**src/dual_gated_ema_with_timeout_assert.svh**
```systemverilog
// Assertion macros used by the RTL of the dual gated average block.
// Each macro checks one implication at the rising clock edge, with reset
// holding the check off.
`ifndef DUAL_GATED_EMA_WITH_TIMEOUT_ASSERT_SVH
`define DUAL_GATED_EMA_WITH_TIMEOUT_ASSERT_SVH

`ifndef SYNTHESIS

// Consequent must hold in the same cycle as the antecedent.
`define DGEMA_ASSERT_SAME(label, clk, rst_n, ante, cons) \
  label: assert property (@(posedge clk) disable iff (!rst_n) (ante) |-> (cons)) \
    else $error("same-cycle check failed");

// Consequent must hold in the cycle after the antecedent.
`define DGEMA_ASSERT_NEXT(label, clk, rst_n, ante, cons) \
  label: assert property (@(posedge clk) disable iff (!rst_n) (ante) |=> (cons)) \
    else $error("next-cycle check failed");

`else

`define DGEMA_ASSERT_SAME(label, clk, rst_n, ante, cons)
`define DGEMA_ASSERT_NEXT(label, clk, rst_n, ante, cons)

`endif

`endif

```
**src/dgema_pkg.sv**
```systemverilog
`timescale 1ns / 1ps
`default_nettype none

package dgema_pkg;

  // Fixed field widths.
  localparam int SAMPLE_FRAC_BITS = 4;
  localparam int OUT_WIDTH        = 9;
  localparam int CFG_WIDTH        = 16;
  localparam int ALPHA_WIDTH      = 9;
  localparam int TIME_WIDTH       = 32;

  // Register reset values.
  localparam logic signed [CFG_WIDTH-1:0] PLAUSIBLE_MIN_RST = -16'sd640;
  localparam logic signed [CFG_WIDTH-1:0] PLAUSIBLE_MAX_RST = 16'sd3200;
  localparam logic [ALPHA_WIDTH-1:0]      ALPHA_Q8_RST      = 9'd51;
  localparam logic [CFG_WIDTH-1:0]        STALE_TIMEOUT_RST = 16'd500;

  // Register indexes of the configuration port.
  typedef enum logic [1:0] {
    CFG_PLAUSIBLE_MIN    = 2'd0,
    CFG_PLAUSIBLE_MAX    = 2'd1,
    CFG_ALPHA_Q8         = 2'd2,
    CFG_STALE_TIMEOUT_MS = 2'd3
  } cfg_index_t;

  // Configuration register set.
  typedef struct packed {
    logic signed [CFG_WIDTH-1:0] plausible_min;
    logic signed [CFG_WIDTH-1:0] plausible_max;
    logic [ALPHA_WIDTH-1:0]      alpha_q8;
    logic [CFG_WIDTH-1:0]        stale_timeout_ms;
  } cfg_t;

  // Per-channel status handed to the top level.
  typedef struct packed {
    logic                        fresh;
    logic signed [OUT_WIDTH-1:0] temp_c;
  } chan_res_t;

endpackage

`default_nettype wire

```
**src/dgema_if.sv**
```systemverilog
`timescale 1ns / 1ps
`default_nettype none

// Input channel: two samples and a timestamp per transaction.
interface dgema_in_if #(
  parameter int SAMPLE_WIDTH = 16
);
  import dgema_pkg::*;

  logic                           valid;
  logic                           ready;
  logic signed [SAMPLE_WIDTH-1:0] sample_left;
  logic signed [SAMPLE_WIDTH-1:0] sample_right;
  logic [TIME_WIDTH-1:0]          now_ms;

  modport source (output valid, output sample_left, output sample_right, output now_ms,
                  input ready);
  modport sink   (input valid, input sample_left, input sample_right, input now_ms,
                  output ready);
endinterface

// Result channel: freshness flag and two rounded temperatures.
interface dgema_out_if;
  import dgema_pkg::*;

  logic                        valid;
  logic                        ready;
  logic                        ok;
  logic signed [OUT_WIDTH-1:0] temp_left_c;
  logic signed [OUT_WIDTH-1:0] temp_right_c;

  modport source (output valid, output ok, output temp_left_c, output temp_right_c,
                  input ready);
  modport sink   (input valid, input ok, input temp_left_c, input temp_right_c,
                  output ready);
endinterface

`default_nettype wire

```
**src/dgema_chan.sv**
```systemverilog
`timescale 1ns / 1ps
`default_nettype none

// One temperature channel: plausibility gate, average update, last good
// time, age check and rounding to whole degrees.
module dgema_chan #(
  parameter int SAMPLE_WIDTH     = 16,
  parameter int FILTER_FRAC_BITS = 12
) (
  input  wire logic                                clk,
  input  wire logic                                rst_n,
  input  wire logic                                upd_en,
  input  wire logic signed [SAMPLE_WIDTH-1:0]      sample,
  input  wire logic [dgema_pkg::TIME_WIDTH-1:0]    now_ms,
  input  wire dgema_pkg::cfg_t                     cfg,
  output dgema_pkg::chan_res_t                     res
);
  import dgema_pkg::*;

  localparam int FW     = SAMPLE_WIDTH + FILTER_FRAC_BITS - SAMPLE_FRAC_BITS;
  localparam int Shift  = FILTER_FRAC_BITS - SAMPLE_FRAC_BITS;
  localparam int DW     = FW + 1;
  localparam int PW     = DW + ALPHA_WIDTH + 1;
  localparam int DLW    = PW - 8;
  localparam int SUMW   = FW + 4;
  localparam int CMPW   = (SAMPLE_WIDTH > CFG_WIDTH) ? SAMPLE_WIDTH : CFG_WIDTH;
  localparam int RMW    = FW + 1 - FILTER_FRAC_BITS;
  localparam logic signed [FW-1:0] FiltMax = {1'b0, {(FW-1){1'b1}}};
  localparam logic signed [FW-1:0] FiltMin = {1'b1, {(FW-1){1'b0}}};
  localparam logic [FW:0]          Half    = (FW+1)'(1) << (FILTER_FRAC_BITS - 1);
  localparam logic [RMW-1:0]       PosLim  = RMW'((1 << (OUT_WIDTH - 1)) - 1);
  localparam logic [RMW-1:0]       NegLim  = RMW'(1 << (OUT_WIDTH - 1));

  logic signed [FW-1:0]         filt_r, filt_nxt;
  logic [TIME_WIDTH-1:0]        last_good_r, last_good_nxt;

  logic                         plaus;
  logic signed [FW-1:0]         target;
  logic signed [DW-1:0]         diff;
  logic signed [ALPHA_WIDTH:0]  alpha_s;
  logic signed [PW-1:0]         prod;
  logic signed [DLW-1:0]        delta;
  logic signed [SUMW-1:0]       sum;
  logic signed [FW-1:0]         filt_new;
  logic signed [FW-1:0]         filt_cur;
  logic [TIME_WIDTH-1:0]        last_cur;
  logic [TIME_WIDTH-1:0]        age;
  logic [FW-1:0]                mag;
  logic [FW:0]                  rnd;
  logic [RMW-1:0]               rmag;
  logic signed [OUT_WIDTH-1:0]  temp;

  // Plausibility window check.
  assign plaus = (CMPW'(sample) >= CMPW'(cfg.plausible_min)) &&
                 (CMPW'(sample) <= CMPW'(cfg.plausible_max));

  // Average update: filt += floor(alpha * (target - filt) / 256), saturated.
  always_comb begin
    target  = FW'(sample) <<< Shift;
    diff    = DW'(target) - DW'(filt_r);
    alpha_s = $signed({1'b0, cfg.alpha_q8});
    prod    = PW'(alpha_s) * PW'(diff);
    delta   = DLW'(prod >>> 8);
    sum     = SUMW'(filt_r) + SUMW'(delta);
    if (sum > SUMW'(FiltMax)) begin
      filt_new = FiltMax;
    end else if (sum < SUMW'(FiltMin)) begin
      filt_new = FiltMin;
    end else begin
      filt_new = FW'(sum);
    end
  end

  // Values this transaction leaves behind.
  assign filt_cur      = plaus ? filt_new : filt_r;
  assign last_cur      = plaus ? now_ms : last_good_r;
  assign filt_nxt      = upd_en ? filt_cur : filt_r;
  assign last_good_nxt = upd_en ? last_cur : last_good_r;

  // Wrapping age against the timeout.
  assign age = now_ms - last_cur;

  // Round half away from zero to whole degrees, then saturate.
  always_comb begin
    mag  = filt_cur[FW-1] ? (~filt_cur + FW'(1)) : filt_cur;
    rnd  = {1'b0, mag} + Half;
    rmag = rnd[FW:FILTER_FRAC_BITS];
    if (filt_cur[FW-1]) begin
      if (rmag > NegLim) begin
        temp = -OUT_WIDTH'(NegLim);
      end else begin
        temp = -OUT_WIDTH'(rmag);
      end
    end else begin
      if (rmag > PosLim) begin
        temp = OUT_WIDTH'(PosLim);
      end else begin
        temp = OUT_WIDTH'(rmag);
      end
    end
  end

  assign res.fresh  = (age <= TIME_WIDTH'(cfg.stale_timeout_ms));
  assign res.temp_c = temp;

  // Channel state.
  always_ff @(posedge clk) begin
    if (!rst_n) begin
      filt_r      <= '0;
      last_good_r <= '0;
    end else begin
      filt_r      <= filt_nxt;
      last_good_r <= last_good_nxt;
    end
  end

endmodule

`default_nettype wire

```
**src/dual_gated_ema_with_timeout.sv**
```systemverilog
// Dual gated exponential average with staleness timeout.
// in_ch carries one transaction per pair of samples (left, right, 1/16 C)
// plus a millisecond timestamp; out_ch returns ok and both averages rounded
// to whole degrees, one result transaction per input transaction.
// The cfg_ port writes one register per cycle while cfg_we is high; write it
// only while no transaction is in flight.
// An accepted transaction is captured in the input register, worked through
// both channel datapaths into the result register and shown on out_ch from it.
// Throughput: one transaction per cycle while out_ch is not stalled; the
// per-channel multiply-accumulate on the average state is combinational.
// Reset: synchronous, active low; clears both averages and last good times
// to zero and loads the register defaults.
// Stall: while out_ch.ready is low the result holds, the input register
// keeps its transaction and in_ch.ready drops once both are full.
`timescale 1ns / 1ps
`default_nettype none

`include "dual_gated_ema_with_timeout_assert.svh"

module dual_gated_ema_with_timeout #(
  parameter int SAMPLE_WIDTH     = 16,
  parameter int FILTER_FRAC_BITS = 12
) (
  input  wire logic                               clk,
  input  wire logic                               rst_n,
  input  wire logic                               cfg_we,
  input  wire dgema_pkg::cfg_index_t              cfg_index,
  input  wire logic [dgema_pkg::CFG_WIDTH-1:0]    cfg_wdata,
  dgema_in_if.sink                                in_ch,
  dgema_out_if.source                             out_ch
);
  import dgema_pkg::*;

  cfg_t                           cfg_r, cfg_nxt;
  logic                           s1_valid_r, s1_valid_nxt;
  logic signed [SAMPLE_WIDTH-1:0] s1_left_r, s1_right_r;
  logic [TIME_WIDTH-1:0]          s1_now_r;
  logic                           out_valid_r, out_valid_nxt;
  logic                           out_ok_r;
  logic signed [OUT_WIDTH-1:0]    out_left_r, out_right_r;
  logic                           s1_adv;
  logic                           in_acc;
  logic                           fresh;
  chan_res_t                      res_left, res_right;

  // Configuration register writes.
  always_comb begin
    cfg_nxt = cfg_r;
    if (cfg_we) begin
      unique case (cfg_index)
        CFG_PLAUSIBLE_MIN:    cfg_nxt.plausible_min    = $signed(cfg_wdata);
        CFG_PLAUSIBLE_MAX:    cfg_nxt.plausible_max    = $signed(cfg_wdata);
        CFG_ALPHA_Q8:         cfg_nxt.alpha_q8         = cfg_wdata[ALPHA_WIDTH-1:0];
        CFG_STALE_TIMEOUT_MS: cfg_nxt.stale_timeout_ms = cfg_wdata;
        default:              cfg_nxt = cfg_r;
      endcase
    end
  end

  always_ff @(posedge clk) begin
    if (!rst_n) begin
      cfg_r.plausible_min    <= PLAUSIBLE_MIN_RST;
      cfg_r.plausible_max    <= PLAUSIBLE_MAX_RST;
      cfg_r.alpha_q8         <= ALPHA_Q8_RST;
      cfg_r.stale_timeout_ms <= STALE_TIMEOUT_RST;
    end else begin
      cfg_r <= cfg_nxt;
    end
  end

  // Handshake: the input register moves on whenever the result slot frees.
  assign s1_adv        = s1_valid_r && (!out_valid_r || out_ch.ready);
  assign in_ch.ready   = !s1_valid_r || s1_adv;
  assign in_acc        = in_ch.valid && in_ch.ready;
  assign s1_valid_nxt  = in_acc || (s1_valid_r && !s1_adv);
  assign out_valid_nxt = s1_adv || (out_valid_r && !out_ch.ready);

  // Input register.
  always_ff @(posedge clk) begin
    if (!rst_n) begin
      s1_valid_r <= 1'b0;
    end else begin
      s1_valid_r <= s1_valid_nxt;
    end
  end

  always_ff @(posedge clk) begin
    if (in_acc) begin
      s1_left_r  <= in_ch.sample_left;
      s1_right_r <= in_ch.sample_right;
      s1_now_r   <= in_ch.now_ms;
    end
  end

  // Per-channel datapaths.
  dgema_chan #(
    .SAMPLE_WIDTH     (SAMPLE_WIDTH),
    .FILTER_FRAC_BITS (FILTER_FRAC_BITS)
  ) u_chan_left (
    .clk    (clk),
    .rst_n  (rst_n),
    .upd_en (s1_adv),
    .sample (s1_left_r),
    .now_ms (s1_now_r),
    .cfg    (cfg_r),
    .res    (res_left)
  );

  dgema_chan #(
    .SAMPLE_WIDTH     (SAMPLE_WIDTH),
    .FILTER_FRAC_BITS (FILTER_FRAC_BITS)
  ) u_chan_right (
    .clk    (clk),
    .rst_n  (rst_n),
    .upd_en (s1_adv),
    .sample (s1_right_r),
    .now_ms (s1_now_r),
    .cfg    (cfg_r),
    .res    (res_right)
  );

  assign fresh = res_left.fresh && res_right.fresh;

  // Result register.
  always_ff @(posedge clk) begin
    if (!rst_n) begin
      out_valid_r <= 1'b0;
    end else begin
      out_valid_r <= out_valid_nxt;
    end
  end

  always_ff @(posedge clk) begin
    if (s1_adv) begin
      out_ok_r    <= fresh;
      out_left_r  <= fresh ? res_left.temp_c : '0;
      out_right_r <= fresh ? res_right.temp_c : '0;
    end
  end

  assign out_ch.valid        = out_valid_r;
  assign out_ch.ok           = out_ok_r;
  assign out_ch.temp_left_c  = out_left_r;
  assign out_ch.temp_right_c = out_right_r;

  // A stale result carries zero temperatures.
  `DGEMA_ASSERT_SAME(a_stale_zero, clk, rst_n, out_valid_r && !out_ok_r, out_left_r == '0 && out_right_r == '0)
  // A held input transaction stays put while the result is stalled.
  `DGEMA_ASSERT_NEXT(a_s1_hold, clk, rst_n, s1_valid_r && out_valid_r && !out_ch.ready, s1_valid_r)
  // An accepted transaction always lands in the input register.
  `DGEMA_ASSERT_NEXT(a_in_lands, clk, rst_n, in_acc, s1_valid_r)
  // Moving the input register forward always produces a result.
  `DGEMA_ASSERT_NEXT(a_adv_result, clk, rst_n, s1_adv, out_valid_r)

endmodule

`default_nettype wire

```
**src/flat_wrapper.sv**
```systemverilog
// flat-port wrapper written by rule: the top's interface ports become plain ports
module dual_gated_ema_with_timeout_flat import dgema_pkg::*;
#(
  parameter int SAMPLE_WIDTH     = 16,
  parameter int FILTER_FRAC_BITS = 12
)
  (clk, rst_n, cfg_we, cfg_index, cfg_wdata, in_ch_valid, in_ch_sample_left, in_ch_sample_right, in_ch_now_ms, in_ch_ready, out_ch_valid, out_ch_ok, out_ch_temp_left_c, out_ch_temp_right_c, out_ch_ready);
  dgema_in_if #(.SAMPLE_WIDTH(SAMPLE_WIDTH)) in_ch_i ();
  dgema_out_if out_ch_i ();
  input  wire logic clk;
  input  wire logic rst_n;
  input  wire logic cfg_we;
  input  wire dgema_pkg::cfg_index_t cfg_index;
  input  wire logic [dgema_pkg::CFG_WIDTH-1:0] cfg_wdata;
  input wire logic [$bits(in_ch_i.valid)-1:0] in_ch_valid;
  input wire logic [$bits(in_ch_i.sample_left)-1:0] in_ch_sample_left;
  input wire logic [$bits(in_ch_i.sample_right)-1:0] in_ch_sample_right;
  input wire logic [$bits(in_ch_i.now_ms)-1:0] in_ch_now_ms;
  output wire logic [$bits(in_ch_i.ready)-1:0] in_ch_ready;
  output wire logic [$bits(out_ch_i.valid)-1:0] out_ch_valid;
  output wire logic [$bits(out_ch_i.ok)-1:0] out_ch_ok;
  output wire logic [$bits(out_ch_i.temp_left_c)-1:0] out_ch_temp_left_c;
  output wire logic [$bits(out_ch_i.temp_right_c)-1:0] out_ch_temp_right_c;
  input wire logic [$bits(out_ch_i.ready)-1:0] out_ch_ready;
  assign in_ch_i.valid = in_ch_valid;
  assign in_ch_i.sample_left = in_ch_sample_left;
  assign in_ch_i.sample_right = in_ch_sample_right;
  assign in_ch_i.now_ms = in_ch_now_ms;
  assign in_ch_ready = in_ch_i.ready;
  assign out_ch_valid = out_ch_i.valid;
  assign out_ch_ok = out_ch_i.ok;
  assign out_ch_temp_left_c = out_ch_i.temp_left_c;
  assign out_ch_temp_right_c = out_ch_i.temp_right_c;
  assign out_ch_i.ready = out_ch_ready;
  dual_gated_ema_with_timeout #(.SAMPLE_WIDTH(SAMPLE_WIDTH), .FILTER_FRAC_BITS(FILTER_FRAC_BITS)) u_core (.clk(clk), .rst_n(rst_n), .cfg_we(cfg_we), .cfg_index(cfg_index), .cfg_wdata(cfg_wdata), .in_ch(in_ch_i), .out_ch(out_ch_i));
endmodule
```
**config.mk**
```make
export PLATFORM = sky130hd
export DESIGN_NAME = dual_gated_ema_with_timeout_flat
export DESIGN_NICKNAME = d
export VERILOG_FILES = /design/src/dgema_pkg.sv /design/src/dgema_if.sv /design/src/dgema_chan.sv /design/src/dual_gated_ema_with_timeout.sv /design/src/flat_wrapper.sv
export VERILOG_INCLUDE_DIRS = /design/src /design/src/src
export SDC_FILE = /design/constraint.sdc
export NUM_CORES = 2
export LEC_CHECK = 0
export BUFFER_PORTS_ARGS = -buffer_cell sky130_fd_sc_hd__buf_4
export CORE_ASPECT_RATIO = 1.4
export CORE_MARGIN = 4
export CORE_UTILIZATION = 51
export DETAILED_ROUTE_END_ITERATION = 10
export PLACE_DENSITY = 0.7
export SYNTH_ARGS = -nofsm -noshare
export SYNTH_HDL_FRONTEND = slang
export SYNTH_SLANG_ARGS = --single-unit
export TNS_END_PERCENT = 50
```
**constraint.sdc**
```tcl
create_clock -name clk -period 14 [get_ports clk]
set_input_delay 2.1 -clock clk [delete_from_list [all_inputs] [get_ports clk]]
set_output_delay 2.1 -clock clk [all_outputs]
set_load 0.005 [all_outputs]
```
# After elaboration in Yosys (flattened, before gate mapping)
# Index checks and enable logic that the tools add are counted.
# W data, S select, Z words.
# totals
reg_bits	254
inputBits	87
output_inout_bits	21
wordCells	85
# op_classes
add_sub_neg	12
multipliers	2
n_lt_le_gt_ge	14
n_eq_ne	3
muxes	16
n_bitwise	2
reduce_logical	20
# op_table
cell	count
$mux W24	8
$mul A10 B25 Y35	2
$le A32 B16 Y1	2
$mux W32	2
$sub A32 B32 Y32	2
$add A24 B27 Y28	2
$gt A28 B24 Y1 const B	2
$lt A28 B24 Y1 const B	2
$mux W9	6
$add A24 B12 Y25 const B	2
$sub A24 B24 Y25	2
$add A24 B2 Y24 const B	2
$not A24 Y24	2
$ge A16 B16 Y1	2
$le A16 B16 Y1	2
$gt A13 B8 Y1 const B	2
$gt A13 B9 Y1 const B	2
$neg A9 Y9	2
$reduce_and A2 Y1	4
$logic_and A1 B1 Y1	7
$eq A2 B2 Y1 const B	2
$logic_not A1 Y1	4
$logic_or A1 B1 Y1	4
$eq A2 B1 Y1 const B	1
$logic_not A2 Y1	1

# Longest topological paths before layout
# depth
word_depth	14
depth_mapped	62

# By module
# From an unflattened synthesis, not the netlist that was laid out.
# hier_totals
cells_unflattened	4364
area_unflattened_um2	37219.4
# modules_own_cells
module	instances	cells_each	area_each_um2	seq_area_each_um2
dgema_chan at u_core.u_chan_right	1	2040	16146.7	1121.1
dgema_chan at u_core.u_chan_left	1	1987	16107.9	1121.1
dual_gated_ema_with_timeout	1	337	4964.8	3673.5

# Worst setup path before layout
# No wires, ideal clock.
# synth_timing
path_kind	reg-to-reg
from	register u_core.u_chan_right.filt_r[0]
to	register u_core.out_right_r[6] (netlist: u_core.out_ch.temp_right_c[6]) (data pin)
arrival_time_ps	13225
setup_slack_ps	518
stages_incl_launch_ff	60
cell_sequence	dfxtp_1 > clkbuf_1 > inv_1 > ha_1 > nor2b_1 > a41o_1 > a21oi_1 > o21bai_1 > a21oi_1 > o21bai_1 > a21oi_1 > o21bai_1 > a21oi_1 > o21ai_0 > o21ai_0 > a21boi_0 > o21a_1 > o21a_1 > [... 24 more ...] > mux2_2 > clkbuf_1 > a21oi_1 > clkbuf_1 > clkbuf_1 > nand2_1 > xor2_1 > ha_1 > nand2_1 > nor2_1 > a32o_1 > nor3_2 > a21boi_0 > o22ai_1 > xor2_1 > nand3_1 > mux2i_1 > a32o_1
# synth_via
elab_chain_len	14
# synth_rtl
item	line	rtl
start: declaration	dgema_chan.sv:34	logic signed [FW-1:0] filt_r, filt_nxt;
start signal: assignment	dgema_chan.sv:112	filt_r <= filt_nxt;
$sub A24 B24 Y25	dgema_chan.sv:60	diff = DW'(target) - DW'(filt_r);
$mul A10 B25 Y35	dgema_chan.sv:62	prod = PW'(alpha_s) * PW'(diff);
$add A24 B27 Y28	dgema_chan.sv:64	sum = SUMW'(filt_r) + SUMW'(delta);
$lt A28 B24 Y1	dgema_chan.sv:67	end else if (sum < SUMW'(FiltMin)) begin
$mux W24	dgema_chan.sv:67	
$mux W24	dgema_chan.sv:65	if (sum > SUMW'(FiltMax)) begin
$mux W24 (*)	dgema_chan.sv:75	assign filt_cur = plaus ? filt_new : filt_r;
$not A24 Y24	dgema_chan.sv:85	mag = filt_cur[FW-1] ? (~filt_cur + FW'(1)) : filt_cur;
$add A24 B2 Y24	dgema_chan.sv:85	
$mux W24	dgema_chan.sv:85	
$add A24 B12 Y25	dgema_chan.sv:86	rnd = {1'b0, mag} + Half;
$gt A13 B8 Y1, or another cell as far along	dgema_chan.sv:95	if (rmag > PosLim) begin
$mux W9 (on tied branches)	dgema_chan.sv:95, dgema_chan.sv:89	
$mux W9 (*)	dgema_chan.sv:88	if (filt_cur[FW-1]) begin
end signal: assignment	dual_gated_ema_with_timeout.sv:137	out_right_r <= fresh ? res_right.temp_c : '0;
end: declaration	dual_gated_ema_with_timeout.sv:40	logic signed [OUT_WIDTH-1:0] out_left_r, out_right_r;
# Every way passes the cells marked *; elsewhere a longest branch is shown, timed or not.
# A chain may end at the register's enable or synchronous reset.

# Final worst setup path
# layout_timing
from	register u_core.u_chan_right.filt_r[1]
to	register u_core.out_right_r[7] (netlist: u_core.out_ch.temp_right_c[7]) (data pin)
# The elaborated chain is that of the path after synthesis.

==> out/qor.csv <==
metric;value;unit
status;completed;
vias;30400;
synth.cell_area;36440;sq um
synth_adder_area_share;0.3441;
synth_common_cells;615 x inv_1, 491 x nand2_1, 410 x ha_1, 370 x fa_1, 293 x nor2_1;
ys_warn_count;0;
synth_edf_count;83;
ant_nets;0;
critPathMaxFanout;10;
antenna_found_initial;1;
critPathKind;reg -> reg;
fp.dieH;324.3;microns
ys_types;109;
globalplace.congestion;0.9371;
rows;115;
crit_path_end;u_core.out_ch.temp_right_c[7];
crit_family;compound AO/OA/AOI/OAI gates;
drc;0;
finalCritPeriodShare;0.9414;
synth_mux_area_frac;0.02249;
grt_usage;0.2611;
path_clk_slew;0.07;ns
netlist_instances;4318;
cp.depth;57;
htree_levels;1;
worstPathArrival;13.55;ns
synth_top_family_by_area;adder cells;
dr.pass1.iters;5;
critPathLaunch;u_core.u_chan_right.filt_r[1];
wire_per_inst;18.32;microns
crit_buf_inv;7;
slew_violations;0;
grt_max_degree;108;
ys.flop_type;dfxtp_1;
synthesis.nets;5185;
area_delta_synth_final;8.485;%
initial_core_util;0.5168;
core_region_area;70510;sq um
synth-simple-area-share;0.1855;
cts.path.max_buffers;3;
yosysMostFrequentCell;inv_1;
synth_top_cell_by_area;fa_1;
timing.final.crit_period;13.18;ns
post-place-ws;0.3148;ns
place_area;38380;sq um
reg2reg_setup_slack;0.82;ns
die_area;75850;sq um
tightest_slew;1.124;ns
fin_area;39530;sq um
cp-start-kind;flop;
reg2reg_depth;57;
nets;5250;
io_buffers;107;
worstHoldPathType;reg -> reg;
seq_area_frac_synth;0.1624;
slowest_delay;0.59;ns
clock_latency;0.62;ns
drt_iter0_drc;1938;
hold_violations;0;
cp_common_cell;fa_1;
drive_gt1_frac;0.07628;
wirelength;97.90;mm
rr_startpoint;u_core.u_chan_right.filt_r[1];
synthArstFlopShare;0;
cts_tree;built;
hpwl;77.62;mm
grt_pass1_wl;160.4;mm
grt_pass1_vias;30750;
yosys-top-cells-area;fa_1 20%, ha_1 14%, dfxtp_1 9.4%;
die_w;233.9;microns
crit_path_end_kind;flop;
r2r_end;u_core.out_ch.temp_right_c[7];
slew_headroom;0.2506;
numCtsBuffers;28;
cts_root_buffer;clkbuf_16;
fin_ws;0.8204;ns
clock_skew;0.05432;ns
num_io_pins;108;
gr-total-overflow;0;
synth_xor_area_frac;0.04491;
ys_ff_latch;254;
cts_sinks;254;
critPathSlowestCell;fa_1;
vias_per_cell;5.689;
synth_compound_area_frac;0.1621;
fmax;75.87;MHz
finalSetupViolations;0;
drv_cap;0;
required;14.37;ns
yosysTopAreaCellShare;0.2033;
tns;0;ns
syn_avg_cell_area;8.439;sq um
## layout make-up
type	instances	area [sq um]
multi-input combinational	3305	27830
sequential	254	5921
timing repair buffer	178	1336
clock inverter	13	113.9
antenna	2	5.005
inverter	616	2320
clock buffer	39	834.6
tap	936	1171
fill	6596	30980
## worst min-delay path by stage
| stage | from | endpoint | slack, ns | depth (start not counted) |
|---|---|---|---|---|
| finish | u_core.cfg_r[47] | u_core.cfg_r[47] | 0.46 | 2 |
| global route | u_core.cfg_r[29] | u_core.cfg_r[29] | 0.47 | 2 |
| CTS | u_core.cfg_r[33] | u_core.cfg_r[33] | 0.46 | 2 |
| detailed placement | u_core.cfg_r[31] | u_core.cfg_r[31] | 0.45 | 2 |
| global placement | u_core.cfg_r[30] | u_core.cfg_r[30] | 0.44 | 2 |
| floorplan | u_core.cfg_r[10] | u_core.cfg_r[10] | 0.44 | 2 |
## metrics by stage
step / instances / hold slack, ns / util
floorplan: 4318 / 0.4363 / -
global placement: 5283 / 0.4421 / 0.5444
detailed placement: 5283 / 0.4463 / 0.5444
CTS: 5335 / 0.4551 / 0.5578
global route: 5342 / 0.4696 / 0.5606
finish: 5343 / 0.4570 / 0.5607
## routing by layer
| metal | vias to the layer above | global-route usage | share of wire |
|---|---|---|---|
| li1 | 14680 | - | - |
| met1 | 14760 | 0.3273 | 0.41 |
| met2 | 742 | 0.4568 | 0.49 |
| met3 | 215 | 0.02645 | 0.044 |
| met4 | 0 | 0.1137 | 0.050 |
| met5 | - | 0 | 0 |
## sequential cells by signal (all words and copies together), names as in the netlist
name,flops
u_core.cfg_r,57
u_core.s1_now_r,32
u_core.u_chan_left.last_good_r,32
u_core.u_chan_right.last_good_r,32
u_core.u_chan_left.filt_r,24
u_core.u_chan_right.filt_r,24
u_core.s1_left_r,16
u_core.s1_right_r,16
u_core.out_ch.temp_left_c,9
u_core.out_ch.temp_right_c,9
u_core.out_ch.ok,1
u_core.out_ch.valid,1
u_core.s1_valid_r,1
## cells in the final DEF (no fill, tap or decap), types with 8 or more instances in the layout
cell       instances
nor3_1            83
mux2i_1           73
o21a_1            67
nand2b_1          23
o21ai_1           11
fa_1             370
buf_4            178
xor2_1            55
dfxtp_1          167
nor2b_1           38
ha_1             410
a21boi_0          23
xnor2_1          124
or2_2             10
a21oi_1          254
nand2_1          490
o21ai_0          100
inv_1            614
and2_1           220
and3_1            30
a31oi_1           20
nor4_1            22
nor2_1           292
a21o_1            63
nand3_1           60
o211ai_1          38
a221oi_1          10
o21bai_1          30
o31ai_1           11
clkbuf_16         30
o2111ai_1          8
nand4_1           27
and4_1            11
a211oi_1          87
edfxtp_1          83
or3_1             18
a2111oi_0          9
a21oi_2            9
o22ai_1           13
## cell families (layout without fill, tap and decap cells)
kind of cell | Yosys count | count (layout)
other | 0 | 2
adder cells (fa/ha/maj) | 780 | 780
buffers and inverters | 759 | 846
AND/OR/NAND/NOR | 1390 | 1390
XOR/XNOR | 186 | 186
multiplexers | 81 | 81
flip-flops | 254 | 254
AO/OA/AOI/OAI | 868 | 868
## worst min-delay path, cell delays in order (launching register included)
cell and delay, ns:
dfxtp_1 0.31, nand2_1 0.05, a21oi_1 0.05
## what timing repair did
action                     4_1_cts  5_1_grt
setup endpoints to repair        0       18
gates resized for setup          0       35
buffers inserted                 0        6
hold buffers                     0        0
Power is not shown: default switching activity piles up to over one toggle a cycle in this logic, so the estimate is an artifact.
